[src/mm2_pkg.sv]
// ----------------------------------------------------------------------------
// MurmurHash2 package
// Constants, sequencer states and control/status structs of the hash block.
// ----------------------------------------------------------------------------
package mm2_pkg;

    // MurmurHash2 mixing constants.
    localparam logic [31:0] MIX_MUL     = 32'h5bd1e995;
    localparam int          MIX_SHIFT   = 24;
    localparam int          FIN_SHIFT_A = 13;
    localparam int          FIN_SHIFT_B = 15;

    // Sequencer states.
    typedef enum logic [3:0] {
        ST_IDLE,  // waiting for an input transfer
        ST_K1,    // multiply data word
        ST_K2,    // multiply shifted word mix
        ST_H,     // multiply running hash
        ST_HX,    // combine hash with word mix
        ST_T,     // multiply hash with tail bytes
        ST_TX,    // store tail product
        ST_F,     // multiply for final avalanche
        ST_FX     // final shift, load output register
    } mm2_state_t;

    // Multiplier operand select.
    typedef enum logic [2:0] {
        OP_WORD,
        OP_KMIX,
        OP_HASH,
        OP_TAIL,
        OP_FIN
    } mm2_op_t;

    // Controls from the sequencer to the datapath.
    typedef struct packed {
        logic    in_ready;
        logic    mul_en;
        mm2_op_t op_sel;
        logic    k_load;
        logic    h_mix;
        logic    h_prod;
        logic    left_sub4;
        logic    left_clr;
        logic    out_load;
    } mm2_ctrl_t;

    // Status from the datapath to the sequencer.
    typedef struct packed {
        logic in_valid;
        logic first;
        logic eff_zero;
        logic eff_ge4;
        logic left_last4;
        logic out_free;
    } mm2_stat_t;

endpackage

[src/mm2_mul.sv]
// ----------------------------------------------------------------------------
// MurmurHash2 shared multiplier
// Multiplies one 32-bit operand by the mixing constant, product registered.
// ----------------------------------------------------------------------------
module mm2_mul
    import mm2_pkg::*;
(
    input  logic        clk,
    input  logic        en,
    input  logic [31:0] operand,
    output logic [31:0] product
);

    logic [31:0] product_reg;
    logic [31:0] product_next;

    // Only the low 32 bits of the product are kept.
    assign product_next = operand * MIX_MUL;

    // Product register, updated only when the sequencer issues an operation.
    always_ff @(posedge clk)
    begin
        if (en)
        begin
            product_reg <= product_next;
        end
    end

    assign product = product_reg;

endmodule

[src/mm2_seq.sv]
// ----------------------------------------------------------------------------
// MurmurHash2 sequencer
// Steps the shared multiplier through word mix, tail mix and final avalanche.
// ----------------------------------------------------------------------------
module mm2_seq
    import mm2_pkg::*;
(
    input  logic      clk,
    input  logic      rst_n,
    input  mm2_stat_t stat,
    output mm2_ctrl_t ctrl
);

    mm2_state_t state_reg;
    mm2_state_t state_next;

    // State register.
    always_ff @(posedge clk or negedge rst_n)
    begin
        if (!rst_n)
        begin
            state_reg <= ST_IDLE;
        end
        else
        begin
            state_reg <= state_next;
        end
    end

    // Next state and controls.
    always_comb
    begin
        state_next = state_reg;
        ctrl       = '0;
        ctrl.op_sel = OP_WORD;
        case (state_reg)
            ST_IDLE:
            begin
                ctrl.in_ready = 1'b1;
                if (stat.in_valid)
                begin
                    // A stray word with no open message is consumed without starting any work.
                    if (stat.eff_zero)
                    begin
                        state_next = stat.first ? ST_F : ST_IDLE;
                    end
                    else if (stat.eff_ge4)
                    begin
                        state_next = ST_K1;
                    end
                    else
                    begin
                        state_next = ST_T;
                    end
                end
            end
            ST_K1:
            begin
                ctrl.mul_en = 1'b1;
                ctrl.op_sel = OP_WORD;
                state_next  = ST_K2;
            end
            ST_K2:
            begin
                ctrl.mul_en = 1'b1;
                ctrl.op_sel = OP_KMIX;
                state_next  = ST_H;
            end
            ST_H:
            begin
                ctrl.k_load = 1'b1;
                ctrl.mul_en = 1'b1;
                ctrl.op_sel = OP_HASH;
                state_next  = ST_HX;
            end
            ST_HX:
            begin
                ctrl.h_mix     = 1'b1;
                ctrl.left_sub4 = 1'b1;
                state_next     = stat.left_last4 ? ST_F : ST_IDLE;
            end
            ST_T:
            begin
                ctrl.mul_en   = 1'b1;
                ctrl.op_sel   = OP_TAIL;
                ctrl.left_clr = 1'b1;
                state_next    = ST_TX;
            end
            ST_TX:
            begin
                ctrl.h_prod = 1'b1;
                state_next  = ST_F;
            end
            ST_F:
            begin
                ctrl.mul_en = 1'b1;
                ctrl.op_sel = OP_FIN;
                state_next  = ST_FX;
            end
            ST_FX:
            begin
                // Hold the product until the output register is free.
                if (stat.out_free)
                begin
                    ctrl.out_load = 1'b1;
                    state_next    = ST_IDLE;
                end
            end
            default:
            begin
                state_next = ST_IDLE;
            end
        endcase
    end

endmodule

[src/murmur2_message_hash.sv]
// ----------------------------------------------------------------------------
// MurmurHash2 message hash
// Streaming 32-bit MurmurHash2 over little-endian words with a seed register.
// ----------------------------------------------------------------------------
// Usage:
//   Input channel (in_valid/in_ready) carries first_word, message_length and
//   data_word. A transfer with first_word set opens a message, seeds the hash
//   with hash_seed XOR message_length and consumes its own data word. Later
//   words are consumed until the byte count is used up; a final partial word
//   holds its bytes in the low positions. Words with first_word clear and no
//   open message are dropped. A zero-length message finishes on its first word.
//   The result leaves on hash_valid/hash_ready from an output register.
//   Configuration: hash_seed is written by a cfg_valid/cfg_ready transfer,
//   always ready; write it only while the block is idle.
//   Sequence: one multiplier is shared by every step. A full word passes
//   through accept, three multiplies and a combine step; a tail word through
//   accept, a multiply and a store. The finish adds a multiply and a final
//   shift into the output register. in_ready is low while a word is at work.
//   A stalled receiver holds the result; the block still takes the next
//   message's words and waits in its last step only if a second result is
//   ready before the first is taken.
//   Reset clears the seed, the running hash, the byte count and hash_valid.
// ----------------------------------------------------------------------------
module murmur2_message_hash
    import mm2_pkg::*;
(
    input  logic        clk,
    input  logic        rst_n,
    input  logic        cfg_valid,
    output logic        cfg_ready,
    input  logic [31:0] hash_seed,
    input  logic        in_valid,
    output logic        in_ready,
    input  logic        first_word,
    input  logic [31:0] message_length,
    input  logic [31:0] data_word,
    output logic        hash_valid,
    input  logic        hash_ready,
    output logic [31:0] hash_value
);

    mm2_ctrl_t   ctrl;
    mm2_stat_t   stat;
    logic        in_fire;
    logic [31:0] eff_len;
    logic [31:0] tail_mask;
    logic [31:0] operand;
    logic [31:0] product;

    logic [31:0] seed_reg;
    logic [31:0] seed_next;
    logic [31:0] hash_reg;
    logic [31:0] hash_next;
    logic [31:0] left_reg;
    logic [31:0] left_next;
    logic [31:0] word_reg;
    logic [31:0] word_next;
    logic [31:0] kmix_reg;
    logic [31:0] kmix_next;
    logic        out_valid_reg;
    logic        out_valid_next;
    logic [31:0] out_reg;
    logic [31:0] out_next;

    // Handshakes and status for the sequencer.
    assign cfg_ready = 1'b1;
    assign in_ready  = ctrl.in_ready;
    assign in_fire   = in_valid && ctrl.in_ready;
    assign eff_len   = first_word ? message_length : left_reg;

    always_comb
    begin
        stat.in_valid   = in_valid;
        stat.first      = first_word;
        stat.eff_zero   = (eff_len == 32'd0);
        stat.eff_ge4    = |eff_len[31:2];
        stat.left_last4 = (left_reg == 32'd4);
        stat.out_free   = !out_valid_reg || hash_ready;
    end

    // Mask of the valid tail bytes in a partial word.
    always_comb
    begin
        case (left_reg[1:0])
            2'd3:    tail_mask = 32'h00FF_FFFF;
            2'd2:    tail_mask = 32'h0000_FFFF;
            default: tail_mask = 32'h0000_00FF;
        endcase
    end

    // Operand select for the shared multiplier.
    always_comb
    begin
        case (ctrl.op_sel)
            OP_WORD: operand = word_reg;
            OP_KMIX: operand = product ^ (product >> MIX_SHIFT);
            OP_HASH: operand = hash_reg;
            OP_TAIL: operand = hash_reg ^ (word_reg & tail_mask);
            OP_FIN:  operand = hash_reg ^ (hash_reg >> FIN_SHIFT_A);
            default: operand = word_reg;
        endcase
    end

    mm2_mul u_mul (
        .clk     (clk),
        .en      (ctrl.mul_en),
        .operand (operand),
        .product (product)
    );

    mm2_seq u_seq (
        .clk   (clk),
        .rst_n (rst_n),
        .stat  (stat),
        .ctrl  (ctrl)
    );

    // Next values of the datapath registers.
    always_comb
    begin
        seed_next      = seed_reg;
        hash_next      = hash_reg;
        left_next      = left_reg;
        word_next      = word_reg;
        kmix_next      = kmix_reg;
        out_next       = out_reg;
        out_valid_next = out_valid_reg;

        if (cfg_valid)
        begin
            seed_next = hash_seed;
        end

        // A first word restarts the hash and the byte count.
        if (in_fire)
        begin
            word_next = data_word;
            if (first_word)
            begin
                hash_next = seed_reg ^ message_length;
                left_next = message_length;
            end
        end

        if (ctrl.k_load)
        begin
            kmix_next = product;
        end
        if (ctrl.h_mix)
        begin
            hash_next = product ^ kmix_reg;
        end
        if (ctrl.h_prod)
        begin
            hash_next = product;
        end
        if (ctrl.left_sub4)
        begin
            left_next = left_reg - 32'd4;
        end
        if (ctrl.left_clr)
        begin
            left_next = 32'd0;
        end

        // Output register: cleared on transfer, loaded by the final step.
        if (out_valid_reg && hash_ready)
        begin
            out_valid_next = 1'b0;
        end
        if (ctrl.out_load)
        begin
            out_next       = product ^ (product >> FIN_SHIFT_B);
            out_valid_next = 1'b1;
        end
    end

    // Control and state registers.
    always_ff @(posedge clk or negedge rst_n)
    begin
        if (!rst_n)
        begin
            seed_reg      <= 32'd0;
            hash_reg      <= 32'd0;
            left_reg      <= 32'd0;
            out_valid_reg <= 1'b0;
        end
        else
        begin
            seed_reg      <= seed_next;
            hash_reg      <= hash_next;
            left_reg      <= left_next;
            out_valid_reg <= out_valid_next;
        end
    end

    // Payload registers.
    always_ff @(posedge clk)
    begin
        word_reg <= word_next;
        kmix_reg <= kmix_next;
        out_reg  <= out_next;
    end

    assign hash_valid = out_valid_reg;
    assign hash_value = out_reg;

endmodule

[config.mk]
export PLATFORM = sky130hd
export DESIGN_NAME = murmur2_message_hash
export DESIGN_NICKNAME = d
export VERILOG_FILES = /design/src/mm2_pkg.sv /design/src/mm2_mul.sv /design/src/mm2_seq.sv /design/src/murmur2_message_hash.sv
export SDC_FILE = /design/constraint.sdc
export NUM_CORES = 1
export LEC_CHECK = 0
export BUFFER_PORTS_ARGS = -buffer_cell sky130_fd_sc_hd__buf_2
export CAP_MARGIN = 20
export CELL_PAD_IN_SITES_DETAIL_PLACEMENT = 2
export CELL_PAD_IN_SITES_GLOBAL_PLACEMENT = 2
export CORE_MARGIN = 2
export CORE_UTILIZATION = 44
export DETAILED_ROUTE_END_ITERATION = 10
export GPL_TIMING_DRIVEN = 1
export PLACE_DENSITY_LB_ADDON = 0.1
export SYNTH_ARGS = -nofsm -noshare
export SYNTH_HDL_FRONTEND = slang
export SYNTH_SLANG_ARGS = --single-unit
[constraint.sdc]
create_clock -name clk -period 16.5 [get_ports clk]
set_input_delay 0 -clock clk [delete_from_list [all_inputs] [get_ports clk]]
set_output_delay 0 -clock clk [all_outputs]
set_load 0.02 [all_outputs]
==> flow_metrics.env <==
export IMPL_tritoncts_num_buffers=25
export IMPL_cts_sinks=229
export IMPL_synth_sequential_area_ratio_pct=31.3
export IMPL_cp_max_fo=48
export IMPL_max_clock_path_buffers=3
export IMPL_fp_coreArea_sq_um=45500
export IMPL_synthesis_instances=1971
export IMPL_compound_gate_portion_of_the_synthesized_area_pct=11.8
export IMPL_area_growth_synth_to_final_pct=15.1
export IMPL_most_frequent_cells_after_synthesis="inv_1 (371), ha_1 (218), fa_1 (180)"
export IMPL_postRouteAntennaNets=0
export IMPL_netlist_area_sq_um=20300
export IMPL_fp_row_count=78
export IMPL_grt_usage_pct=34.8
export IMPL_synth_top_area_cells="edfxtp_1 (19%), fa_1 (18%), ha_1 (13%)"
export IMPL_cts_resized=0
export IMPL_netlist_top_cell_by_area="edfxtp_1"
export IMPL_rsz0062_at_grt="no"
export IMPL_drt_iter0_drc=1337
export IMPL_die_area_sq_um=47900
export IMPL_drt_wirelength_per_cell_microns=29.7
export IMPL_max_cap_viol_count=0
export IMPL_fp_dieW_microns=219
export IMPL_grt_busiest_layer="met2"
export IMPL_mappedNetlistNets=2471
export IMPL_detail_route_first_pass_iterations=8
export IMPL_drive_above_1_share_pct=11.9
export IMPL_grt_start_max_net_pins=73
export IMPL_tritoncts="yes"
export IMPL_final_wtd_congestion=0.884
export IMPL_avgViaCountPerCell=5.82
export IMPL_filler_cell_count=4647
export IMPL_drt_wl_total_microns=83300
export IMPL_place_port_buffers=135
export IMPL_synth_area_per_cell_sq_um=10.3
export IMPL_maxClockFrequency_ghz=0.102
export IMPL_slew_at_the_pin_closest_to_its_max_slew_limit_ns=1.11
export IMPL_most_used_flip_flop_cell_after_synthesis="edfxtp_1"
export IMPL_drc=0
export IMPL_ys_ff_latch=229
export IMPL_via_count_of_the_first_global_routing_pass=18897
export IMPL_met2_usage_pct=63.0
export IMPL_pre_cts_ws_ns=6.88
export IMPL_grt_overflow_total=0
export IMPL_report_final_setup_viol=0
export IMPL_yosysWarnings=0
export IMPL_period_minus_slack_ns=9.80
export IMPL_sequential_cell_area_sq_um=6370
export IMPL_tns_ns=0
export IMPL_final_max_slew_violation_count=0
export IMPL_synth_top_area_share_pct=18.9
export IMPL_multiInputGateArea_sq_um=12300
export IMPL_synth_edf_count=128
export IMPL_synth_simple_area_share_pct=7.59
export IMPL_fin_skew_ns=0.0365
export IMPL_clock_root_buffer="clkbuf_16"
export IMPL_cts_htree_levels=1
export IMPL_timing_hold_ws_ns=-0.00119
export IMPL_run_status="finished with violations"
export IMPL_finished_layout_cell_area_sq_um=23400
export IMPL_design_portCount=137
export IMPL_worst_setup_hold_path_clk_slew_ns=0.07
export IMPL_timing_slew_headroom_pct=25.4
export IMPL_hold_violation_count_in_the_final_report=1
export IMPL_cp_start_kind="flop"
export IMPL_yosys_cell_count_top_type="inv_1"
export IMPL_largest_family_of_logic_cells_by_synthesized_area="adder cells"
export IMPL_grt_pass1_wl_microns=121000
export IMPL_die_y_microns=219
export IMPL_detailed_place_area_sq_um=21700
export IMPL_hp_class="in -> reg"
export IMPL_critical_path_required_ns=16.79
export IMPL_dr_total_vias=16320
export IMPL_nNetsFinal=2680
export IMPL_worst_setup_path_class="reg -> reg"
export IMPL_asyncSetResetFlopFracSynth_pct=44.1
export IMPL_global_route_usage_met1_pct=40.6
export IMPL_final_period_utilization_pct=59.4
export IMPL_crit_path_end_kind="flop"
export IMPL_antenna_found_initial=6
export IMPL_count_of_distinct_cell_types_in_the_synthesized_netlist=76
export IMPL_critical_path_arrival_ns=10.10
export IMPL_clock_insertion_delay_worst_skew_ns=0.58
export IMPL_detailed_placement_wirelength_estimate_microns=59500
export IMPL_initial_utilization_pct=44.7
export IMPL_failed_checks="hold timing"
export IMPL_yosys_area_share_adder_pct=31.1
export IMPL_synthXorXnorAreaFrac_pct=6.66
export IMPL_met3_usage_pct=4.24
export IMPL_fraction_of_synthesized_area_in_multiplexers_pct=3.21
export IMPL_finalWorstSetupSlack_ns=6.70
[cell families (layout without fill, tap and decap cells)]
kind of cell,Yosys count,in the layout
simple gates,314,314
flops,229,229
buf+inv,442,670
other cells,1,5
compound gates,377,377
xor+xnor,150,150
mux,60,60
fa+ha+maj,398,398
[metal layers]
layer | up-vias | share of wire (%)
met2 | 556 | 51
li1 | 7028 | -
met5 | - | 0
met1 | 8530 | 38
met4 | 0 | 5.3
met3 | 206 | 5.0
[placed cells by master (no fill, tap or decap), drive strengths merged, types with 39 or more instances in the layout]
master | Yosys | final
buf | 14 | 163
nand2 | 112 | 112
o21ai | 129 | 129
xnor2 | 119 | 119
ha | 218 | 218
nor2 | 59 | 59
fa | 180 | 180
clkbuf | 56 | 39
a21oi | 88 | 88
nor2b | 39 | 39
edfxtp | 128 | 128
mux2 | 41 | 41
dfrtp | 101 | 101
dlygate4sd3 | 0 | 89
inv | 372 | 375
[critical path, stage by stage, from the launching register on]
cell	delay, ns
dfrtp_1	0.32
buf_4	0.47
o21bai_2	0.25
nor2_1	0.89
a21oi_1	0.11
o32ai_1	0.93
inv_1	0.64
fa_1	0.76
ha_1	0.29
a21o_1	0.21
fa_1	0.49
inv_1	0.06
fa_1	0.58
fa_1	0.46
fa_1	0.53
fa_1	0.43
fa_1	0.39
xnor2_1	0.15
xnor2_1	0.30
xnor2_1	0.15
xnor2_1	0.32
xnor2_1	0.19
xnor3_1	0.41
xor2_1	0.18
[metrics by stage]
step,hold WS [ns],utilization [%],cells
6_report,-0.00119,51.5,2803
5_1_grt,0.0177,51.5,2803
4_1_cts,0.00755,51.4,2798
3_5_place_dp,-0.0301,47.7,2662
3_3_place_gp,-0.0375,47.7,2662
2_1_floorplan,-0.296,-,1971
[final timing paths]
check / from / endpoint / slack [ns] / cells past startpoint
setup / recovery: u_seq.state_reg[1]$_DFFE_PN0P_ / u_mul.product[31]$_DFFE_PN_ / 6.70 / 23
hold / removal: message_length[21] / hash_reg[21]$_DFFE_PN0P_ / -0.001 / 5
setup reg to reg: u_seq.state_reg[1]$_DFFE_PN0P_ / u_mul.product[31]$_DFFE_PN_ / 6.70 / 23
hold reg to reg: seed_reg[6]$_DFFE_PN0P_ / seed_reg[6]$_DFFE_PN0P_ / 0.55 / 1
max in group asynchronous: rst_n / left_reg[12]$_DFFE_PN0P_ / 14.92 / 4
min in group asynchronous: rst_n / hash_reg[20]$_DFFE_PN0P_ / 0.52 / 4
[final cells by class]
cell class	count	area share [%]
multi-input combinational	1300	52.6
sequential	229	27.2
timing repair buffer	252	7.71
inverter	372	5.96
tap	600	3.21
clock buffer	39	3.07
clock inverter	7	0.235
antenna	4	0.0428
[what timing repair did]
| item | CTS | global route |
|---|---|---|
| hold endpoints to repair | 123 | 0 |
| hold buffers | 90 | 0 |
| buffers inserted | 0 | 0 |
Power is not shown: default switching activity piles up to over one toggle a cycle in this logic, so the estimate is an artifact.
